### config.mk
export PLATFORM = sky130hd
export DESIGN_NAME = sks_ctrl
export DESIGN_NICKNAME = d
export VERILOG_FILES = /design/src/rtl/core/sks_pkg.sv /design/src/rtl/core/sks_ctrl.sv
export SDC_FILE = /design/constraint.sdc
export NUM_CORES = 1
export LEC_CHECK = 0
export BUFFER_PORTS_ARGS = -buffer_cell sky130_fd_sc_hd__buf_2
export CELL_PAD_IN_SITES_DETAIL_PLACEMENT = 2
export CELL_PAD_IN_SITES_GLOBAL_PLACEMENT = 2
export CORE_ASPECT_RATIO = 0.7
export CORE_MARGIN = 8
export CORE_UTILIZATION = 21
export CTS_CLUSTER_DIAMETER = 120
export DETAILED_ROUTE_END_ITERATION = 8
export HOLD_SLACK_MARGIN = 0.1
export PLACE_DENSITY_LB_ADDON = 0.12
export SLEW_MARGIN = 20
export SYNTH_ARGS = -nofsm -noshare
export SYNTH_HDL_FRONTEND = slang
export SYNTH_SLANG_ARGS = --single-unit
export TNS_END_PERCENT = 1
### constraint.sdc
create_clock -name clk_i -period 1.3 [get_ports clk_i]
set_input_delay 0.26 -clock clk_i [delete_from_list [all_inputs] [get_ports clk_i]]
set_output_delay 0.26 -clock clk_i [all_outputs]
set_load 0.02 [all_outputs]
### src/rtl/core/sks_pkg.sv
// ----------------------------------------------------------------------------
// sks_pkg
// Shared types and defaults for the string key insertion sorter.
// ----------------------------------------------------------------------------
`default_nettype none

package sks_pkg;

  localparam int unsigned MaxRecordsDef = 16;
  localparam int unsigned KeyBytesDef   = 50;
  localparam int unsigned RecNumW       = 4;

  typedef enum logic [3:0] {
    ST_LOAD,
    ST_ZFILL,
    ST_INIT,
    ST_OUTER,
    ST_INNER,
    ST_KEY_RD,
    ST_KEY_CMP,
    ST_PLACE,
    ST_OUT_RD,
    ST_OUT_LOAD
  } state_e;

  // controller -> datapath
  typedef struct packed {
    logic load;
    logic fill;
    logic sort_init;
    logic outer_set;
    logic ord_rd;
    logic key_rd;
    logic w_inc;
    logic shift_wr;
    logic place_wr;
    logic out_init;
    logic out_rd;
    logic out_load;
  } cmd_t;

  // datapath -> controller
  typedef struct packed {
    logic fin_short;
    logic fill_last;
    logic i_eq_n;
    logic j_zero;
    logic cmp_done;
    logic cmp_after;
    logic out_last;
    logic out_free;
  } sts_t;

endpackage

`default_nettype wire

### src/rtl/core/sks_ctrl.sv
// ----------------------------------------------------------------------------
// sks_ctrl
// Sequencer: load, zero fill of a short last key, insertion sort, readout.
// ----------------------------------------------------------------------------
`default_nettype none

module sks_ctrl (
  input  wire logic          clk_i,
  input  wire logic          rst_ni,
  input  wire logic          in_valid_i,
  input  wire logic          final_record_i,
  output logic               in_stall_o,
  input  wire sks_pkg::sts_t sts_i,
  output sks_pkg::cmd_t      cmd_o
);

  sks_pkg::state_e state_q, state_d;

  always_ff @(posedge clk_i or negedge rst_ni) begin
    if (!rst_ni) begin
      state_q <= sks_pkg::ST_LOAD;
    end else begin
      state_q <= state_d;
    end
  end

  always_comb begin
    state_d = state_q;
    unique case (state_q)
      sks_pkg::ST_LOAD: begin
        if (in_valid_i && final_record_i) begin
          state_d = sts_i.fin_short ? sks_pkg::ST_ZFILL : sks_pkg::ST_INIT;
        end
      end
      sks_pkg::ST_ZFILL: begin
        if (sts_i.fill_last) state_d = sks_pkg::ST_INIT;
      end
      sks_pkg::ST_INIT:   state_d = sks_pkg::ST_OUTER;
      sks_pkg::ST_OUTER: begin
        state_d = sts_i.i_eq_n ? sks_pkg::ST_OUT_RD : sks_pkg::ST_INNER;
      end
      sks_pkg::ST_INNER: begin
        state_d = sts_i.j_zero ? sks_pkg::ST_PLACE : sks_pkg::ST_KEY_RD;
      end
      sks_pkg::ST_KEY_RD: state_d = sks_pkg::ST_KEY_CMP;
      sks_pkg::ST_KEY_CMP: begin
        if (sts_i.cmp_done) begin
          state_d = sts_i.cmp_after ? sks_pkg::ST_INNER : sks_pkg::ST_PLACE;
        end else begin
          state_d = sks_pkg::ST_KEY_RD;
        end
      end
      sks_pkg::ST_PLACE:  state_d = sks_pkg::ST_OUTER;
      sks_pkg::ST_OUT_RD: state_d = sks_pkg::ST_OUT_LOAD;
      sks_pkg::ST_OUT_LOAD: begin
        if (sts_i.out_free) begin
          state_d = sts_i.out_last ? sks_pkg::ST_LOAD : sks_pkg::ST_OUT_RD;
        end
      end
      default: state_d = sks_pkg::ST_LOAD;
    endcase
  end

  always_comb begin
    cmd_o      = '0;
    in_stall_o = 1'b1;
    unique case (state_q)
      sks_pkg::ST_LOAD: begin
        in_stall_o = 1'b0;
        cmd_o.load = in_valid_i;
      end
      sks_pkg::ST_ZFILL:  cmd_o.fill = 1'b1;
      sks_pkg::ST_INIT:   cmd_o.sort_init = 1'b1;
      sks_pkg::ST_OUTER: begin
        cmd_o.outer_set = !sts_i.i_eq_n;
        cmd_o.out_init  = sts_i.i_eq_n;
      end
      sks_pkg::ST_INNER:  cmd_o.ord_rd = !sts_i.j_zero;
      sks_pkg::ST_KEY_RD: cmd_o.key_rd = 1'b1;
      sks_pkg::ST_KEY_CMP: begin
        cmd_o.w_inc    = !sts_i.cmp_done;
        cmd_o.shift_wr = sts_i.cmp_done && sts_i.cmp_after;
      end
      sks_pkg::ST_PLACE:    cmd_o.place_wr = 1'b1;
      sks_pkg::ST_OUT_RD:   cmd_o.out_rd = 1'b1;
      sks_pkg::ST_OUT_LOAD: cmd_o.out_load = sts_i.out_free;
      default: cmd_o = '0;
    endcase
  end

endmodule

`default_nettype wire

==> results of run 1 <==
routing by layer:
metal,vias up,global-route usage [%],part of all wire (%)
met1,319,15.53,46
met4,0,3.333,0.72
li1,291,-,-
met3,2,2.832,2.7
met5,-,0,0
met2,11,21.88,51
logic make-up after synthesis:
kind of cell / count (synthesis) / synth area share, %
and+or+nand+nor: 30 / 46.12
AOI/OAI and AO/OA: 11 / 18.79
buffers and inverters: 7 / 9.272
DFF: 4 / 20.05
xor gates and xnor gates: 2 / 3.509
muxes: 1 / 2.255
cells in the mapped netlist (2+ instances only):
| library cell | count | share of area [%] |
|---|---|---|
| nor4_2 | 2 | 5.0 |
| buf_4 | 3 | 4.5 |
| nor2_1 | 6 | 4.5 |
| nand2_1 | 2 | 1.5 |
| a21oi_1 | 3 | 3.0 |
| o21ai_2 | 2 | 3.5 |
| inv_1 | 2 | 1.5 |
| nand2b_2 | 2 | 3.5 |
| nor2b_1 | 2 | 2.5 |
| nor3_1 | 2 | 2.0 |
| nor4b_1 | 2 | 3.5 |
| dfrtp_1 | 4 | 20 |
| nor4_1 | 3 | 3.8 |
metrics by stage:
| step | hold slack, ps | setup TNS (ps) | utilization, % | instances | total power [mW] |
|---|---|---|---|---|---|
| detailed placement | 68.90 | -1377 | 36.34 | 122 | 1.840 |
| floorplan | -35.59 | -1264 | - | 55 | 1.252 |
| finish | 324.1 | -4291 | 44.61 | 130 | 2.373 |
| global route | 331.4 | -5297 | 44.61 | 130 | 2.523 |
| global placement | 69.77 | -1122 | 36.34 | 122 | 1.801 |
| CTS | 304.7 | -4304 | 42.97 | 130 | 2.271 |
cell type report:
cell class	count	share of cell area [%]
multi-input cells	44	46.76
repair buffers	45	35.20
flip-flops and latches	4	10.67
clock buffers	3	2.287
inverters	2	1.017
well taps	32	4.066
cell usage in the layout, fill, tap and decap left out, types with 2 or more instances in the layout:
master    Yosys  layout
nand2b_2      2       2
nor4b_4       0       2
nor2_1        6       6
buf_6         1       7
nor4_4        0       3
nor4_2        2       2
a21oi_2       1       2
a21oi_1       3       2
buf_4         3      23
dfrtp_2       0       4
nand2_1       2       2
clkbuf_4      0       3
o21ai_2       2       2
buf_2         1      13
timing repair:
item                                   4_1_cts  5_1_grt
setup endpoints to repair                   15       17
setup buffers                                4        0
endpoints found under the hold margin        4        0
pin swaps                                    3        2
hold buffers                                 1        0
resized for setup                           24        8
worst min-delay path, delay by kind of cell:
kind	cells	cell delay [ps]
simple gates	1	90
compound gates	1	50
buf+inv	1	140
power groups by stage:
stage / sequential, mW / clock [mW] / combinational, mW
after detailed placement: 0.299 / 0 / 1.54
after global placement: 0.296 / 0 / 1.50
after CTS: 0.333 / 0.173 / 1.76
final: 0.343 / 0.164 / 1.87
after global routing: 0.352 / 0.180 / 1.99
after floorplan: 0.244 / 0 / 1.01
how the worst max path moves through the flow:
stage | startpoint | end | depth (start not counted)
after floorplan | state_q[2] | cmd_o[10] | 3
after global placement | state_q[1] | cmd_o[11] | 3
after detailed placement | state_q[1] | cmd_o[11] | 3
after CTS | state_q[1] | cmd_o[0] | 3
after global routing | state_q[3] | cmd_o[4] | 4
final | state_q[3] | cmd_o[4] | 4
==> metrics, run 1 <==
outcome finished with violations; failing checks negative setup slack; worst-case clock buffer depth 2; Slew Limit Fails 0; Hold Vio Cnt, Final 0; number of synthesized flops with an enable pin 0; CP peak stage delay 450 ps; Synth Cell Area 499.2 um^2; P_sw 1.156 mW; Crit. End Element output pin; root buf cell clkbuf_4; Reg-to-Reg End state_q[1]; die area 4218 um^2; leakage 0.4222 nW; clock network power share 6.9%; pre-CTS setup slack -224.7 ps; Netlist cell types 33; WP data arrival 1420 ps; CP max FO 5; Clock transition at path regs 40 ps; FF+latch count, synth 4; setup slack after layout -375.9 ps; Final Cell Area 984.7 um^2; detailed-placement wirelength estimate 1781 um; grt ovf 0; Worst Hold Class input port to register; sequential cell area 105.1 um^2; worst reg2reg path depth 5; Crit Path Class register to output pin; DRT antenna net count 0; Hold Path Depth 3; TritonCTS clock tree built; Total Routed Length 2508 um; switching share of total power 48.73%; IO Pins 25; first drt pass iteration count 3; DR iter-0 viols 16; RR Startpoint state_q[3]; antenna violations before repair 0; RSZ-0062 raised after global routing yes; Initial Utilization 22.62%; num rows 14; Hold Path Origin sts_i[3]; Filler cells 256; n_diodes 0; Rel. slew slack 72.22%; Final Wtd Congestion 0.7426; routed length per placed instance 19.29 um; register name with the most flops state_q; Setup Viol. Count Final 15; Mean Syn Cell Area 9.077 um^2; # DRC 0; PortBufs 24; crit path time final 1676 ps; Placement Cell Area 802.0 um^2; H-tree Lvls 1; f_max 0.5967 GHz; Hold Path Sink state_q[1]; Die Height 56.80 um; post-synthesis sequential area ratio 20.05%; Final Cycle Share 128.9%; Int Pwr 1.217 mW; Die X 74.28 um; R2R Setup Slk -200 ps; final clock skew 1.960 ps; Critical Path Source Type register; Async SR Flop Fraction 100.0%; final layout net count 112; Syn Inst Count 55; Clock Sinks 4; combinational share of power 78.6%; Avg Vias per Cell 4.792; number of flip-flops under the largest register name 4; WP buf/inv 1; vias in the first global route 724; maximum vdd ir drop 0.5723 mV; area of the multi-input gates 460.4 um^2; warnings from Yosys 0; # Max-Cap Violations 0; CORE AREA 2207 um^2; Clock Latency Late Sink 240 ps; largest net degree at the start of global routing 12; Largest regs state_q (4); Via Count 623; delay-heaviest family, CP simple AND/OR/NAND/NOR gates; slowest stage cell, crit path dfrtp_2; Syn Nets 67; CTS Buf Count 3; CP Data Required Time 1040 ps; ratio of cells with drive above 1 in the final layout 78.57%; power per cell area 2410 nW/um^2; GRT Util Overall 12.82%; crit path cell chain nand2b_4, nor3b_4, and3_4, buf_6; dominant synthesized flop cell dfrtp_1; first-pass GRT wire length 4029 um; Reg power frac 14.5%; synthesis-to-finish area growth 97.24%; worst-margin pin slew 412.4 ps
Note: power is estimated with default switching activity, not from simulation.
==> inputs of run 2 (changes only) <==
--- a/config.mk
+++ b/config.mk
@@ -6,9 +6,9 @@
 export NUM_CORES = 1
 export LEC_CHECK = 0
 export BUFFER_PORTS_ARGS = -buffer_cell sky130_fd_sc_hd__buf_2
+export CAP_MARGIN = 20
 export CELL_PAD_IN_SITES_DETAIL_PLACEMENT = 2
 export CELL_PAD_IN_SITES_GLOBAL_PLACEMENT = 2
-export CORE_ASPECT_RATIO = 0.7
 export CORE_MARGIN = 8
 export CORE_UTILIZATION = 21
 export CTS_CLUSTER_DIAMETER = 120
==> constraint.sdc (replaced) <==
create_clock -name clk_i -period 1.3 [get_ports clk_i]
set_input_delay 0.13 -clock clk_i [delete_from_list [all_inputs] [get_ports clk_i]]
set_output_delay 0.13 -clock clk_i [all_outputs]
set_load 0.02 [all_outputs]
==> metrics, run 2 (same netlist as run 1, synthesis figures left out) <==
final layout net count 113; n_diodes 0; leakage 0.4236 nW; synthesis-to-finish area growth 91.23%; # Max-Cap Violations 0; first-pass GRT wire length 3387 um; WP buf/inv 2; Slew Limit Fails 0; num rows 17; crit path time final 1533 ps; Crit Path Class register to output pin; Hold Vio Cnt, Final 0; Final Wtd Congestion 0.7752; Post-Route Utilization 42.75%; H-tree Lvls 1; ratio of cells with drive above 1 in the final layout 78.79%; vias in the first global route 676; most frequent cells in the layout 23 x buf_4, 13 x buf_2, 8 x buf_6, 4 x nor4_2, 4 x nor2_1; GRT Util Overall 10.28%; P_sw 1.097 mW; Filler cells 250; Total Routed Length 2286 um; switching share of total power 47.26%; largest net degree at the start of global routing 11; PortBufs 24; most common cell after layout, fill and taps aside buf_4; CORE AREA 2233 um^2; number of flip-flops under the largest register name 4; final clock skew 6.955 ps; RSZ-0062 raised after global routing yes; Avg Vias per Cell 4.756; clock network power share 7.1%; Critical Path Source Type register; DR iter-0 viols 19; f_max 0.6525 GHz; placed cell count 116; Clock Sinks 4; CP peak stage delay 460 ps; antenna violations before repair 0; Clock transition at path regs 40 ps; IO Pins 25; Initial Utilization 22.35%; maximum vdd ir drop 0.9871 mV; Rel. slew slack 80.93%; failing checks negative setup slack; Largest regs state_q (4); CP Data Required Time 1170 ps; Die X 64.76 um; DRT antenna net count 0; CP max FO 4; Worst Hold Class input port to register; grt ovf 0; die area 4193 um^2; crit path cell chain buf_6, nor3b_4, and3_4, buf_6; Crit. End Element output pin; Setup Viol. Count Final 15; Clock Latency Late Sink 250 ps; outcome finished with violations; Reg power frac 13.7%; routed length per placed instance 18.00 um; power per cell area 2431 nW/um^2; most frequent CP cell buf_6; root buf cell clkbuf_4; Pwr Total 2.321 mW; Final Cycle Share 117.9%; slowest stage cell, crit path dfrtp_2; Int Pwr 1.224 mW; worst-case clock buffer depth 2; delay-heaviest family, CP flip-flops; combinational share of power 79.2%; Via Count 604; TritonCTS clock tree built; # DRC 0; setup slack after layout -232.6 ps; detailed-placement wirelength estimate 1573 um; fin cells 127; CTS Buf Count 3; Die Height 64.76 um; worst-margin pin slew 283.9 ps; first drt pass iteration count 2; register name with the most flops state_q; WP data arrival 1400 ps
==> run 2: cell count changes in the layout (fill, tap and decap cells not counted), moves of 2 or more <==
cell | before | now
nor4_2 | 2 | 4
nor2_1 | 6 | 4
nor4_4 | 3 | 1
nor4b_2 | 1 | 3
nor4b_4 | 2 | 0
==> run 2: what timing repair did <==
item / CTS / global route
hold buffers: 1 / 0
hold endpoints to repair: 4 / 0
pin swaps: 5 / 2
setup buffers: 6 / 1
setup endpoints to repair: 15 / 15
resized for setup: 23 / 13
==> run 2: cell type report <==
cell class	instances	area [um^2]	area share, %
well taps	28	35.03	3.670
flip-flops and latches	4	103.9	10.88
clock buffers	3	22.52	2.359
multi-input cells	44	427.9	44.82
repair buffers	46	357.8	37.48
inverters	2	7.507	0.7864
==> run 2: metrics by stage <==
step	setup TNS, ps	instance area, um^2	hold slack [ps]	worst slack [ps]
final	-2512	954.7	183.7	-232.6
after global routing	-3410	954.7	187.4	-303.2
after CTS	-2362	895.9	169.5	-204.4
after detailed placement	-280.4	739.5	-57.20	-95.87
after global placement	-208.3	739.5	-60.25	-81.68
after floorplan	-1100	505.5	-165.6	-252.6
==> run 2: final timing paths <==
kind | startpoint | endpoint | slack, ps | depth (start not counted)
setup / recovery | state_q[0] | cmd_o[4] | -230 | 4
hold / removal | sts_i[3] | state_q[1] | 180 | 3
setup reg to reg | state_q[2] | state_q[0] | -140 | 6
hold reg to reg | state_q[2] | state_q[3] | 700 | 2
max in group asynchronous | rst_ni | state_q[2] | 930 | 2
min in group asynchronous | rst_ni | state_q[1] | 220 | 2
==> run 2: power groups by stage <==
stage | sequential [mW] | clock [mW] | combinational, mW
final | 0.318 | 0.165 | 1.84
after global routing | 0.323 | 0.173 | 1.97
after CTS | 0.306 | 0.167 | 1.71
after detailed placement | 0.287 | 0 | 1.43
after global placement | 0.281 | 0 | 1.39
after floorplan | 0.244 | 0 | 0.950
==> run 2: worst min-delay path, stage by stage <==
cell and delay [ps]:
buf_2 130, nand3b_2 90, a21oi_2 50
==> run 2: layer usage <==
layer  share of wire (%)  up-vias  routed length [um]  global-route usage [%]
li1                    -      291                   -                       -
met1                  39      296                 884                   11.52
met2                  57       12                1292                   17.64
met3                 2.8        5                  64                   2.234
met4                 2.0        0                  45                   5.722
met5                   0        -                   0                       0
==> inputs of run 3 (changes only) <==
--- a/config.mk
+++ b/config.mk
@@ -9,7 +9,7 @@
 export CAP_MARGIN = 20
 export CELL_PAD_IN_SITES_DETAIL_PLACEMENT = 2
 export CELL_PAD_IN_SITES_GLOBAL_PLACEMENT = 2
-export CORE_MARGIN = 8
+export CORE_MARGIN = 4
 export CORE_UTILIZATION = 21
 export CTS_CLUSTER_DIAMETER = 120
 export DETAILED_ROUTE_END_ITERATION = 8
==> metrics, run 3 (same netlist as run 1, synthesis figures left out) <==
outcome finished with violations; failing checks negative setup slack; Slew Limit Fails 0; H-tree Lvls 1; Setup Viol. Count Final 15; final layout net count 113; Worst Hold Class input port to register; maximum vdd ir drop 0.9202 mV; register name with the most flops state_q; number of flip-flops under the largest register name 4; Hold Path Depth 3; power per cell area 2390 nW/um^2; Crit Path Class register to output pin; worst-margin pin slew 277.8 ps; WP data arrival 1380 ps; Hold Vio Cnt, Final 0; die area 3221 um^2; Avg Vias per Cell 4.803; Final Wtd Congestion 0.7819; Filler cells 265; RR Startpoint state_q[3]; slowest stage cell, crit path dfrtp_2; Placement Cell Area 734.5 um^2; n_diodes 0; Crit. End Element output pin; GRT Util Overall 12.52%; worst-case clock buffer depth 2; largest net degree at the start of global routing 9; CORE AREA 2233 um^2; worst reg2reg path depth 5; Clock transition at path regs 40 ps; root buf cell clkbuf_4; vias in the first global route 649; synthesis-to-finish area growth 89.72%; crit path time final 1513 ps; ratio of cells with drive above 1 in the final layout 75.76%; Rel. slew slack 81.34%; Reg-to-Reg End state_q[1]; final clock skew 2.328 ps; Via Count 610; f_max 0.6610 GHz; setup slack after layout -212.9 ps; R2R Setup Slk -120 ps; CP max FO 5; RSZ-0062 raised after global routing yes; Final Cycle Share 116.4%; routed length per placed instance 15.80 um; most frequent cells in the layout 24 x buf_4, 13 x buf_2, 8 x buf_6, 4 x nor4_2, 4 x nor2_1; Critical Path Source Type register; first drt pass iteration count 2; CTS Buf Count 3; TritonCTS clock tree built; CP peak stage delay 450 ps; Hold Path Sink state_q[1]; Clock Latency Late Sink 240 ps; detailed-placement wirelength estimate 1463 um; grt ovf 0; # Max-Cap Violations 0; CP Data Required Time 1170 ps; Post-Route Utilization 42.41%; antenna violations before repair 0; DR iter-0 viols 2; Final Cell Area 947.2 um^2; first-pass GRT wire length 3056 um; Largest regs state_q (4); Clock Sinks 4; Hold Path Origin sts_i[2]; Die Height 56.76 um; # DRC 0; leakage 0.4210 nW; crit path cell chain buf_4, nor3b_4, and3_1, buf_6; PortBufs 24; num rows 17; Die X 56.76 um; DRT antenna net count 0; Total Routed Length 2006 um; Initial Utilization 22.35%; IO Pins 25; most common cell after layout, fill and taps aside buf_4
run 3: cell type report:
class / instances / area [um^2] / share of cell area, %
Timing Repair Buffer: 46 / 345.3 / 36.46
Sequential cell: 4 / 103.9 / 10.96
Tap cell: 28 / 35.03 / 3.699
Multi-Input combinational cell: 44 / 432.9 / 45.71
Inverter: 2 / 7.507 / 0.7926
Clock buffer: 3 / 22.52 / 2.378
run 3: worst max-delay path, delay by kind of cell, from the launching register on:
| kind | cells | cell delay, ps |
|---|---|---|
| and+or+nand+nor | 2 | 410 |
| buffers and inverters | 2 | 290 |
| DFF | 1 | 450 |
run 3: worst max path at each step:
stage / startpoint / end / slack (ps)
after detailed placement: state_q[2] / state_q[1] / -160
final: state_q[0] / cmd_o[4] / -210
after CTS: state_q[0] / cmd_o[11] / -220
after global placement: state_q[2] / state_q[1] / -110
after floorplan: state_q[2] / cmd_o[0] / -250
after global routing: state_q[0] / cmd_o[10] / -280
run 3: power breakdown:
part	internal (mW)	total [mW]	switching (mW)
clock network	0.103	0.155	0.0517
logic	0.905	1.80	0.890
registers	0.192	0.313	0.121
total	1.20	2.26	1.06
run 3: per-stage QoR:
step	setup slack, ps	TNS (ps)	hold WS, ps	power, mW	cells
after floorplan	-252.6	-1100	-165.6	1.193	55
after global placement	-113.4	-264.9	-60.42	1.660	117
after detailed placement	-162.3	-464.7	-61.03	1.695	117
after CTS	-216.8	-2572	175.7	2.059	124
after global routing	-282.0	-3361	201.3	2.445	127
final	-212.9	-2168	194.4	2.264	127
run 3: what timing repair did:
action                                 in CTS  in global routing
hold buffers                                1                  0
endpoints found under the hold margin       4                  0
pin swaps                                   0                  3
setup endpoints to repair                  16                 16
buffers inserted                            3                  3
gates resized for setup                    17                 18
run 3: layer usage:
metal  GRT usage [%]  part of all wire [%]
met5               0                     0
met4           3.974                   1.0
met2           21.95                    54
met3           3.678                   3.5
met1           14.44                    41
